`config.mk`:
```
export PLATFORM = sky130hd
export DESIGN_NAME = mfek_ctrl
export DESIGN_NICKNAME = d
export VERILOG_FILES = /design/src/design/mfek_pkg.sv /design/src/design/mfek_ctrl.sv
export VERILOG_INCLUDE_DIRS = /design/src /design/src/design
export SDC_FILE = /design/constraint.sdc
export NUM_CORES = 1
export LEC_CHECK = 0
export BUFFER_PORTS_ARGS = -buffer_cell sky130_fd_sc_hd__buf_2
export CORE_AREA = 2 2 39 41
export CTS_CLUSTER_DIAMETER = 50
export DETAILED_ROUTE_END_ITERATION = 8
export DIE_AREA = 0 0 41 43
export MAX_ROUTING_LAYER = met4
export PLACE_DENSITY = 0.54
export SETUP_SLACK_MARGIN = 0.3
export SLEW_MARGIN = 30
export SYNTH_ARGS = -nofsm -noshare
export SYNTH_HDL_FRONTEND = slang
export SYNTH_SLANG_ARGS = --single-unit
```
`constraint.sdc`:
```
create_clock -name i_clk -period 2.4 [get_ports i_clk]
set_input_delay 0.12 -clock i_clk [delete_from_list [all_inputs] [get_ports i_clk]]
set_output_delay 0.12 -clock i_clk [all_outputs]
set_load 0.02 [all_outputs]
```
`src/design/assert_macros.svh`:
```
// ----------------------------------------------------------------------------
// assert_macros.svh
// assertion helpers shared by the max flow design files
// ----------------------------------------------------------------------------
`ifndef ASSERT_MACROS_SVH
`define ASSERT_MACROS_SVH

`ifndef SYNTHESIS

// property must hold at every clock edge outside reset
`define MFEK_ASSERT(lbl, clk, rstn, prop) \
    lbl: assert property (@(posedge clk) disable iff (!rstn) (prop)) \
        else $error("assertion failed");

// expression must never be true outside reset
`define MFEK_ASSERT_NEVER(lbl, clk, rstn, expr) \
    lbl: assert property (@(posedge clk) disable iff (!rstn) !(expr)) \
        else $error("forbidden condition seen");

`else

`define MFEK_ASSERT(lbl, clk, rstn, prop)
`define MFEK_ASSERT_NEVER(lbl, clk, rstn, expr)

`endif

`endif

```
`src/design/mfek_pkg.sv`:
```
// ----------------------------------------------------------------------------
// mfek_pkg
// shared constants, state type and controller/datapath command and status structs
// ----------------------------------------------------------------------------
package mfek_pkg;

    localparam int MAX_NODES_DEF = 16;
    localparam int CAP_WIDTH_DEF = 16;

    // fixed field widths
    localparam int NODE_IN_W = 4;
    localparam int CAP_IN_W  = 16;
    localparam int TOTAL_W   = 20;
    localparam int CFG_IDX_W = 2;
    localparam int CFG_DAT_W = 5;
    localparam int NCOUNT_W  = 5;

    // register indexes
    localparam logic [CFG_IDX_W-1:0] CFG_NODE_COUNT = 2'd0;
    localparam logic [CFG_IDX_W-1:0] CFG_SOURCE     = 2'd1;
    localparam logic [CFG_IDX_W-1:0] CFG_SINK       = 2'd2;

    // register reset values
    localparam logic [NCOUNT_W-1:0]  NODE_COUNT_RST = 5'd16;
    localparam logic [NODE_IN_W-1:0] SOURCE_RST     = 4'd0;
    localparam logic [NODE_IN_W-1:0] SINK_RST       = 4'd15;

    typedef enum logic [3:0] {
        ST_CLEAR,
        ST_LOAD,
        ST_INIT,
        ST_POP,
        ST_SCAN,
        ST_DRAIN,
        ST_AUG,
        ST_AUG_RD,
        ST_AUG_W1,
        ST_AUG_W2,
        ST_EMIT
    } t_state;

    typedef struct packed {
        logic in_ready;
        logic clear_wr;
        logic bfs_init;
        logic pop;
        logic issue;
        logic aug_start;
        logic aug_rd;
        logic aug_w1;
        logic aug_w2;
        logic load_out;
    } t_cmd;

    typedef struct packed {
        logic edge_last;
        logic bad_cfg;
        logic clear_done;
        logic queue_empty;
        logic found;
        logic scan_last;
        logic at_src;
        logic out_free;
    } t_status;

endpackage

```
`src/design/mfek_ctrl.sv`:
```
// ----------------------------------------------------------------------------
// mfek_ctrl
// sequencer: clear sweep, edge loading, bfs, augment and result hand-off
// ----------------------------------------------------------------------------
`include "assert_macros.svh"

module mfek_ctrl (
    input  logic               i_clk,
    input  logic               i_rst_n,
    input  mfek_pkg::t_status  i_status,
    output mfek_pkg::t_cmd     o_cmd
);

    mfek_pkg::t_state r_state;
    mfek_pkg::t_state n_state;

    always_ff @(posedge i_clk) begin
        if (!i_rst_n) begin
            r_state <= mfek_pkg::ST_CLEAR;
        end else begin
            r_state <= n_state;
        end
    end

    always_comb begin
        n_state = r_state;
        o_cmd   = '0;
        unique case (r_state)
            mfek_pkg::ST_CLEAR: begin
                o_cmd.clear_wr = 1'b1;
                if (i_status.clear_done) n_state = mfek_pkg::ST_LOAD;
            end
            mfek_pkg::ST_LOAD: begin
                o_cmd.in_ready = 1'b1;
                if (i_status.edge_last) begin
                    n_state = i_status.bad_cfg ? mfek_pkg::ST_EMIT : mfek_pkg::ST_INIT;
                end
            end
            mfek_pkg::ST_INIT: begin
                o_cmd.bfs_init = 1'b1;
                n_state        = mfek_pkg::ST_POP;
            end
            mfek_pkg::ST_POP: begin
                if (i_status.queue_empty) begin
                    n_state = mfek_pkg::ST_EMIT;
                end else begin
                    o_cmd.pop = 1'b1;
                    n_state   = mfek_pkg::ST_SCAN;
                end
            end
            mfek_pkg::ST_SCAN: begin
                o_cmd.issue = 1'b1;
                if (i_status.found)          n_state = mfek_pkg::ST_AUG;
                else if (i_status.scan_last) n_state = mfek_pkg::ST_DRAIN;
            end
            mfek_pkg::ST_DRAIN: begin
                n_state = i_status.found ? mfek_pkg::ST_AUG : mfek_pkg::ST_POP;
            end
            mfek_pkg::ST_AUG: begin
                o_cmd.aug_start = 1'b1;
                n_state         = mfek_pkg::ST_AUG_RD;
            end
            mfek_pkg::ST_AUG_RD: begin
                if (i_status.at_src) begin
                    n_state = mfek_pkg::ST_INIT;
                end else begin
                    o_cmd.aug_rd = 1'b1;
                    n_state      = mfek_pkg::ST_AUG_W1;
                end
            end
            mfek_pkg::ST_AUG_W1: begin
                o_cmd.aug_w1 = 1'b1;
                n_state      = mfek_pkg::ST_AUG_W2;
            end
            mfek_pkg::ST_AUG_W2: begin
                o_cmd.aug_w2 = 1'b1;
                n_state      = mfek_pkg::ST_AUG_RD;
            end
            mfek_pkg::ST_EMIT: begin
                if (i_status.out_free) begin
                    o_cmd.load_out = 1'b1;
                    n_state        = mfek_pkg::ST_CLEAR;
                end
            end
            default: begin
                n_state = mfek_pkg::ST_CLEAR;
            end
        endcase
    end

    `MFEK_ASSERT(a_found_only_scanning, i_clk, i_rst_n, i_status.found |-> (r_state == mfek_pkg::ST_SCAN || r_state == mfek_pkg::ST_DRAIN))

endmodule

```
== Word level (Yosys, flattened, before mapping) ==
Cells that the tools add are included.

* Word-level logic and storage cells: 41
* Input port bits: 10
* Register bits after elaboration: 4
* Output and inout port bits: 10

* Muxes and demuxes: 23
* Equality and inequality tests: 14
* Reduce and logical (&&, ||, !) cells: 3

{| class="wikitable"
|+ Operators by type and width
! cell !! count
|-
| 4-bit case mux with 10 select lines || 1
|-
| 4-bit two-way mux || 8
|-
| 4-bit by 3-bit == test with 1-bit output, second input constant || 4
|-
| 1-bit two-way mux || 13
|-
| 4-bit == test, second input constant || 3
|-
| 4-bit by 2-bit == test with 1-bit output, second input constant || 2
|-
| 2-bit != test, second input constant || 3
|-
| 4-bit by 1-bit == test with 1-bit output, second input constant || 1
|-
| 4-bit logical NOT || 1
|-
| 4-bit AND reduction || 1
|-
| 3-bit two-way mux || 1
|-
| 3-bit != test, second input constant || 1
|-
| 2-bit OR reduction || 1
|}

== Depth between registers and ports, before layout ==
Gate-level depths: netlist of run 1.

* Depth in word-level cells: 3
* Mapped depth: 5
* Depth with buffers taken out: 4

== Least setup slack after synthesis of run 1 ==
No wires, ideal clock.

* Path kind: reg2reg
* Start: reg r_state[2]
* End: reg r_state[0]
* Data required time: 2.330 ns
* Period minus slack after synthesis: 1.349 ns
* Stages on the path, launching flop included: 4
* Buffers on the path: 1
* Setup slack: 1.051 ns
* Arrival time: 1.279 ns
* Library setup time: 0.070 ns
* Cells stage by stage: dfxtp_1 -> clkbuf_1 -> nor3_1 -> o2bb2ai_1

* Word-level cells in the longest chain between the ends: 3
* Elaborated cells on any way between the ends: 18
* Classes of those cells: 14 x eq/ne; 1 x mux; 3 x reduce/logical

{| class="wikitable"
|+ Ends and longest elaborated chain
! item !! line !! source
|-
| start: declaration || mfek_ctrl.sv:14 || <nowiki>mfek_pkg::t_state r_state;</nowiki>
|-
| start signal: assignment || mfek_ctrl.sv:19 || <nowiki>r_state <= mfek_pkg::ST_CLEAR;</nowiki>
|-
| start signal: assignment || mfek_ctrl.sv:21 || <nowiki>r_state <= n_state;</nowiki>
|-
| 4-bit == test, or another cell as far along || mfek_ctrl.sv:28 || <nowiki>unique case (r_state)</nowiki>
|-
| 2-bit OR reduction (no source line), or another cell as far along || n/a ||
|-
| 4-bit case mux with 10 select lines / 4-bit AND reduction (equally long branches) || n/a ||
|}

Several ways; a longest one is shown, not always the timed one.
A chain may end at the register's enable or synchronous reset.

== Worst setup path after layout of run 1 ==
* Start: reg r_state[2]
* End: reg r_state[1]

Same word-level chain as after synthesis.

==> results of run 1 <==
[cell type report]
class,count,area share [%]
tap,16,3.87
timing repair buffer,19,18.4
inverter,1,0.726
clock buffer,3,4.36
sequential,4,15.5
multi-input combinational,47,57.1
[power by group through the flow]
stage	registers (mW)	logic [mW]	clock network, mW
after CTS	0.121	0.182	0.0828
final	0.122	0.180	0.0800
after floorplan	0.0876	0.165	0
after detailed placement	0.122	0.181	0
after global routing	0.126	0.199	0.0865
after global placement	0.123	0.182	0
[synth_stat cells]
cell | count | area [um2]
sky130_fd_sc_hd__nand2_1 | 2 | 7.51
sky130_fd_sc_hd__buf_2 | 3 | 15.0
sky130_fd_sc_hd__or3b_1 | 1 | 8.76
sky130_fd_sc_hd__inv_2 | 1 | 3.75
sky130_fd_sc_hd__o21ai_1 | 2 | 10.0
sky130_fd_sc_hd__nand4_2 | 1 | 12.5
sky130_fd_sc_hd__nand4b_1 | 2 | 17.5
sky130_fd_sc_hd__or2_1 | 1 | 6.26
sky130_fd_sc_hd__mux2i_1 | 1 | 10.0
sky130_fd_sc_hd__or4_4 | 1 | 11.3
sky130_fd_sc_hd__o31ai_1 | 1 | 7.51
sky130_fd_sc_hd__o21ai_0 | 1 | 5.00
sky130_fd_sc_hd__a31oi_1 | 2 | 12.5
sky130_fd_sc_hd__a21oi_1 | 3 | 15.0
sky130_fd_sc_hd__dfxtp_1 | 4 | 80.1
sky130_fd_sc_hd__and3_1 | 1 | 6.26
sky130_fd_sc_hd__a211oi_1 | 1 | 7.51
sky130_fd_sc_hd__o311ai_0 | 1 | 8.76
sky130_fd_sc_hd__a211o_1 | 1 | 8.76
sky130_fd_sc_hd__clkbuf_1 | 1 | 3.75
sky130_fd_sc_hd__nor2_1 | 6 | 22.5
sky130_fd_sc_hd__nor2b_1 | 4 | 25.0
sky130_fd_sc_hd__nand2b_2 | 1 | 8.76
sky130_fd_sc_hd__nand3b_1 | 1 | 7.51
sky130_fd_sc_hd__and2_1 | 1 | 6.26
sky130_fd_sc_hd__nor3_1 | 6 | 30.0
sky130_fd_sc_hd__o2bb2ai_1 | 1 | 8.76
sky130_fd_sc_hd__nand2b_1 | 5 | 31.3
[metal layers]
| layer | track usage (%) | up-vias | wire, um |
|---|---|---|---|
| met2 | 19.7 | 12 | 528 |
| met1 | 17.9 | 224 | 475 |
| met5 | - | - | 0 |
| li1 | - | 242 | - |
| met3 | 3.14 | 0 | 57 |
| met4 | 4.00 | 0 | 0 |
[stage by stage]
step                util [%]  cell area, um2  hold slack, ns  total power [mW]  cells
floorplan                  -             398           0.248             0.252     56
global placement        35.7             494           0.404             0.306     87
detailed placement      35.7             494           0.406             0.303     87
CTS                     37.3             517           0.182             0.386     90
global route            37.3             517           0.197             0.411     90
finish                  37.3             517           0.182             0.382     90
[path summary, 6_finish.rpt]
path	startpoint	to	slack, ns	cells after the start
setup / recovery	r_state[2]	r_state[1]	0.80	4
setup reg to reg	r_state[2]	r_state[1]	0.80	4
hold reg to reg	r_state[2]	r_state[1]	0.76	2
hold / removal	i_status[7]	r_state[0]	0.18	3
[cell families (layout without fill, tap and decap cells)]
family	Yosys count	in the layout	synth area share (%)
multiplexers	1	1	2.52
buffers and inverters	5	23	5.66
AND/OR/NAND/NOR	33	33	50.6
AO/OA/AOI/OAI	13	13	21.1
flip-flops	4	4	20.1
[critical path, cell delays in order (launching register included)]
cell and delay (ns):
sky130_fd_sc_hd__dfxtp_1 0.62, sky130_fd_sc_hd__nand2b_2 0.15, sky130_fd_sc_hd__or4_4 0.51, sky130_fd_sc_hd__nand4_2 0.12, sky130_fd_sc_hd__o31ai_1 0.08
==> summary by stage, run 1 <==
Clock tree
CTS built an H-tree with a depth of 1. The root buffer cell chosen for the clock tree is sky130_fd_sc_hd__clkbuf_4. The clock slew at the register clock pins of the worst setup and hold paths is 0.04 ns. Counting the buffers created by CTS gives 3. Hold repair after CTS inserted 0 buffers. The clock tree from TritonCTS is done. In this run the post-CTS setup repair buffer count came out at 0.

The later pin in the worst-skew pair is clocked with a latency of 0.23 ns. The count of cells resized by post-cts repair is 0. The maximum clock path buffer count is 2. The CTS sink count is 4.

Die
The floorplan step set the die height to 43 um. The initial utilization of the core area, before any placement, comes to 28.8%. The number of I/O pins is 20.

The number of rows created at floorplan is 14. The core region is 1380 um2. The die width is 41 um. The die covers 1760 um2.

STA
Once routing completed, OpenROAD measured the worst setup slack at 0.799 ns. The maximum clock skew at final layout is 0.00256 ns. The total of endpoints with negative setup slack in the final report is 0. Setup repair after global routing left no endpoint under its margin.

The slew at the pin closest to its max-slew limit is 0.496 ns. The final hold violation count came to 0. After routing, the total negative slack on setup checks comes to 0 ns.

The number of pins with negative max-slew slack in the final report is 0. The minimum period implied by the final worst setup slack is 1.60 ns. The highest clock frequency the design can meet is 625 MHz.

The worst path uses 66.7% of the clock period. In this run the tightest slew margin relative to its limit is 66.9%.

Detailed routing
After detailed routing, the number of vias per cell comes to 5.31. The overall via count from detail_route is 478. The first TritonRoute pass finished after 4 iterations. The number of antenna-violating nets in the routed design is 0. The routed design has 1.06 mm of wire. After detailed routing, the average wire length per cell comes to 11.8 um. The number of remaining DRC errors is 0.

The DRC violation total after the first TritonRoute iteration is 9.

Placement
The worst slack at placement is 0.813 ns. The placer's final routability congestion estimate is 0.742. The placed wire-length estimate is 815 um. The number of buffers added on ports is 19.

Cells and area
The number of flip-flops under the largest register name is 4. The number of antenna diodes is 0. The multi-input combinational cells in the finished layout cover a total of 295 um2. The top cell types in the final layout, fill and taps aside, are sky130_fd_sc_hd__buf_2 (19), sky130_fd_sc_hd__nor3_1 (6), sky130_fd_sc_hd__nor2_1 (6). The most frequent standard cell in the layout excluding fill and tap cells is sky130_fd_sc_hd__buf_2.

The proportion of layout cells with a drive suffix above 1 is 35.1%. The register area is 80.1 um2. Fill cells in the final layout number 154. The largest registers in the layout are r_state x4. Relative to the synthesized area, the layout overhead comes to 29.9%. The register name with the most flops is r_state. After the last flow step, the layout net total stands at 86.

Critical path
The sort of element at the start of the critical path is a flip-flop. The worst setup path category is flip-flop to flip-flop. Of all nets on the critical path, the largest fanout is 17. The data required time at the worst endpoint is 2.51 ns. The data arrival time of the worst path is 1.71 ns. The kind of end point of the critical path is a flip-flop.

Power and ir drop
For this design the total switching power over the nets is 0.170 mW. The clock group share of total power is 20.9%. The internal power of the cells totals 0.213 mW.

The switching part of the total is 44.4%. The standby leakage power is 0.233 nW. The power density over the cells is 739 nW/um2. Registers are responsible for 31.9% of the overall power. The maximum vdd ir drop is 0.000171 V.

The proportion of power drawn by combinational gates is 47.2%.

Global routing
The maximum number of pins on one net before global-route repair is 18. The first-pass GRT wire length is 1.66 mm. The initial antenna violation count is 0. For this run the aggregate overflow at the end of global routing stands at 0. The total routing usage reported by global routing is 13.5%. The number of global-route vias before repair is 403.

Yosys
Counting every instance in the synthesized netlist gives 56. In this run the cell area of the synthesized design comes to 398 um2. Counting every net in the synthesized netlist gives 66. The number of storage elements in the synthesis netlist is 4. The part of the Yosys area used for sequential elements is 20.1%. The average instance in the mapped netlist occupies 7.11 um2. The number of distinct standard cells referenced by the synthesized netlist is 28.

The number of synthesis warnings is 0.

Job
Across the run, the number of max-cap violations was 0.

Status
The run finished with clean final reports.

Worst hold path
The class of the worst hold path is input port to flip-flop.
Note: power is estimated with default switching activity, not from simulation.
==> run 2: changes to the inputs <==
- PLACE_DENSITY: 0.54 -> 0.56
- clock period: 2.4 -> 1.4 ns (I/O delays scaled with it)
==> run 2 against run 1 <==
Via count increased by 16%. Sequential cell count unchanged. Sequential power rose by 33%.
==> summary by stage, run 2 (synthesis gave the netlist of run 1 again) <==
Detailed routing
The number of remaining DRC errors came to 0 (unchanged). The DRC violation total after the first TritonRoute iteration is 2 (-7). The detailed-routing wirelength on met1 was 587 um (+24%).

The ratio of routed vias to standard cells is 5.27 (-0.84%). The detailed router used layers up to and including met3. The overall via count from detail_route came to 553 (+16%).

The average wire per standard cell is 13.6 um (+16%). The number of iterations in the first detailed-routing pass came to 4 (unchanged). The number of antenna-violating nets in the routed design is 0 (unchanged). The aggregate routed wire length is 1.43 mm (+35%). The met3 wire length came to 66 um (+16%). The amount of wire on met2 after detailed routing is 778 um (+47%).

Worst hold path
The sink of the worst hold path is r_state[0]. The startpoint identified for the worst hold timing path is i_status[7]. The depth of the worst hold-timing path is 3 (unchanged). The class of the worst hold path is input port to flip-flop.

Critical path
The worst setup path is captured at a flip-flop. The source of the worst register-to-register timing path is r_state[0]. The data required time at the worst endpoint is 1.50 ns (-1.01 ns). The worst setup path category is flip-flop to flip-flop. The data arrival time of the worst path is 1.40 ns (-0.31 ns). The setup slack on the worst flop-to-flop path is 0.09 ns (-0.71 ns).

In this run the critical register-to-register path is captured at r_state[1]. The sort of element at the start of the critical path is a flip-flop. The cell depth of the worst flop-to-flop path is 4 (unchanged). The critical-path maximum fanout was 4 (-13).

STA
The number of pins with negative max-slew slack in the final report is 0 (unchanged). The total of endpoints with negative setup slack in the final report is 0 (unchanged). The total negative setup slack came to 0 ns (unchanged). The slew at the pin closest to its max-slew limit is 0.488 ns (-0.00717 ns).

Setup repair after global routing could not meet its margin everywhere. The highest clock frequency the design can meet came to 764 MHz (+22%). The worst slew slack as a fraction of its limit is 67.0% (+0.11 points).

The final hold violation count came to 0 (unchanged). The minimum period implied by the final worst setup slack is 1.31 ns (-0.292 ns). The post-route fraction of the period consumed by the critical path is 93.5% (+27 points). The maximum clock skew at final layout is 0.00731 ns (+0.00474 ns).

Power and ir drop
The internal power of the cells was 0.578 mW (+170%). The clock group share of total power is 14.0% (-6.9 points). The maximum vdd ir drop came to 0.000574 V (+240%). The power density over the cells is 1210 nW/um2 (+64%).

The standby leakage power is 0.343 nW (+47%). The sequential share of power came to 16.4% (-16 points). The proportion of power drawn by combinational gates is 69.6% (+22 points). The switching part of the total came to 41.6% (-2.8 points). The net switching component of the power was 0.412 mW (+140%).

Cells and area
The largest registers in the layout are r_state x4. Leaving out fill and tap cells, the most frequent cell in the layout is sky130_fd_sc_hd__buf_4. The final layout net count is 101 (+17%). The proportion of layout cells with a drive suffix above 1 was 69.7% (+35 points). Counting flops per register, the top entry is r_state. The top cell types in the final layout, fill and taps aside, are sky130_fd_sc_hd__buf_4 (14), sky130_fd_sc_hd__buf_2 (11), sky130_fd_sc_hd__buf_6 (8). The area growth from synthesis to layout is 106%. The number of flip-flops under the largest register name came to 4 (unchanged). The number of antenna diodes is 0 (unchanged). The final design utilization is 59.1% (+22 points).

Clock tree
The clock insertion delay at the later pin of the skew report is 0.23 ns (about the same). The maximum clock path buffer count came to 2 (unchanged). TritonCTS built the clock tree. The clock slew at the register clock pins of the worst setup and hold paths is 0.03 ns (about the same).

The CTS sink count is 4 (unchanged). The maximum level of the CTS H-tree is 1 (unchanged). The number of CTS-inserted buffers was 3 (unchanged). The tree is rooted in a sky130_fd_sc_hd__clkbuf_4.

Global routing
The maximum number of pins on one net before global-route repair is 12 (-6). The first-pass GRT wire length is 2.10 mm (+27%). The total grt overflow is 0 (unchanged). The initial antenna violation count is 0 (unchanged). The total routing usage reported by global routing was 17.4% (+3.9 points). The number of global-route vias before repair was 490 (+22%).

Die
The die height was 43 um (unchanged). The number of rows created at floorplan is 14 (unchanged). The die outline area was 1760 um2 (unchanged). The number of I/O pins is 20 (unchanged). The core outline area is 1380 um2 (unchanged). The die width came to 41 um (unchanged). The initial standard-cell utilization of the core is 28.8% (unchanged).

Status
The flow ran to the end, and the final reports show no timing, DRC or antenna violations.

Placement
The placer's final routability congestion estimate came to 0.745 (+0.43%). The placed wire-length estimate is 928 um (+14%). The number of buffers added on ports is 19 (unchanged).

Job
The count of maximum capacitance violations is 0 (unchanged).
run 2: changes by cell type in the layout (fill, tap and decap cells not counted), moves of 2 or more:
cell                       delta
sky130_fd_sc_hd__dfxtp_2      +3
sky130_fd_sc_hd__buf_4       +14
sky130_fd_sc_hd__buf_2        -8
sky130_fd_sc_hd__nor3_2       +2
sky130_fd_sc_hd__nand2b_1     -3
sky130_fd_sc_hd__nor3_4       +2
sky130_fd_sc_hd__nand2b_4     +4
sky130_fd_sc_hd__buf_6        +8
sky130_fd_sc_hd__nor2_1       -4
sky130_fd_sc_hd__nor3_1       -4
sky130_fd_sc_hd__nor2_4       +2
sky130_fd_sc_hd__nor2_2       +2
sky130_fd_sc_hd__dfxtp_1      -4
run 2: what timing repair did:
action | in CTS | in global routing
cloned | 1 | 0
endpoints found under the setup margin | 14 | 14
gates resized for setup | 25 | 12
hold endpoints to repair | 0 | 0
hold buffers | 0 | 0
pin swaps | 4 | 3
buffers inserted | 8 | 0
run 2: cell type report:
cell class / count / area [um2]
tap: 16 / 20.0
clock buffer: 3 / 22.5
inverter: 1 / 3.75
multi-input combinational: 47 / 414
timing repair buffer: 34 / 270
fill: 131 / 566
sequential: 4 / 87.6
run 2: worst max-delay path by stage:
stage	start	cells after the start	to
after floorplan	r_state[1]	4	r_state[1]
after global placement	r_state[2]	4	r_state[1]
after detailed placement	r_state[2]	4	r_state[1]
after CTS	r_state[1]	4	r_state[1]
after global routing	r_state[1]	5	r_state[0]
final	r_state[0]	4	r_state[1]
run 2: critical path: stages (launching register included):
cell and delay, ns:
sky130_fd_sc_hd__dfxtp_2 0.31, sky130_fd_sc_hd__or2_4 0.26, sky130_fd_sc_hd__or4_4 0.43, sky130_fd_sc_hd__nand4_4 0.10, sky130_fd_sc_hd__o31ai_2 0.07
run 2: layer usage:
layer | vias up | GRT usage [%]
met4 | 0 | 2.00
li1 | 275 | -
met5 | - | -
met3 | 0 | 1.57
met1 | 257 | 20.6
met2 | 21 | 30.9
run 2: power groups by stage:
stage	Sequential [mW]	Combinational, mW	Clock, mW
after floorplan	0.154	0.317	0
after global placement	0.157	0.457	0
after detailed placement	0.159	0.455	0
after CTS	0.158	0.626	0.145
after global routing	0.166	0.742	0.154
final	0.162	0.689	0.139
run 2: stage by stage:
stage / instance area [um2] / instances / hold slack (ns) / total power, mW / setup WS, ns
CTS: 767 / 105 / 0.126 / 0.929 / 0.0993
global placement: 588 / 93 / 0.361 / 0.614 / 0.110
detailed placement: 588 / 93 / 0.365 / 0.614 / 0.0931
global route: 818 / 105 / 0.137 / 1.06 / 0.0440
floorplan: 435 / 56 / 0.198 / 0.471 / 0.150
finish: 818 / 105 / 0.126 / 0.990 / 0.0906
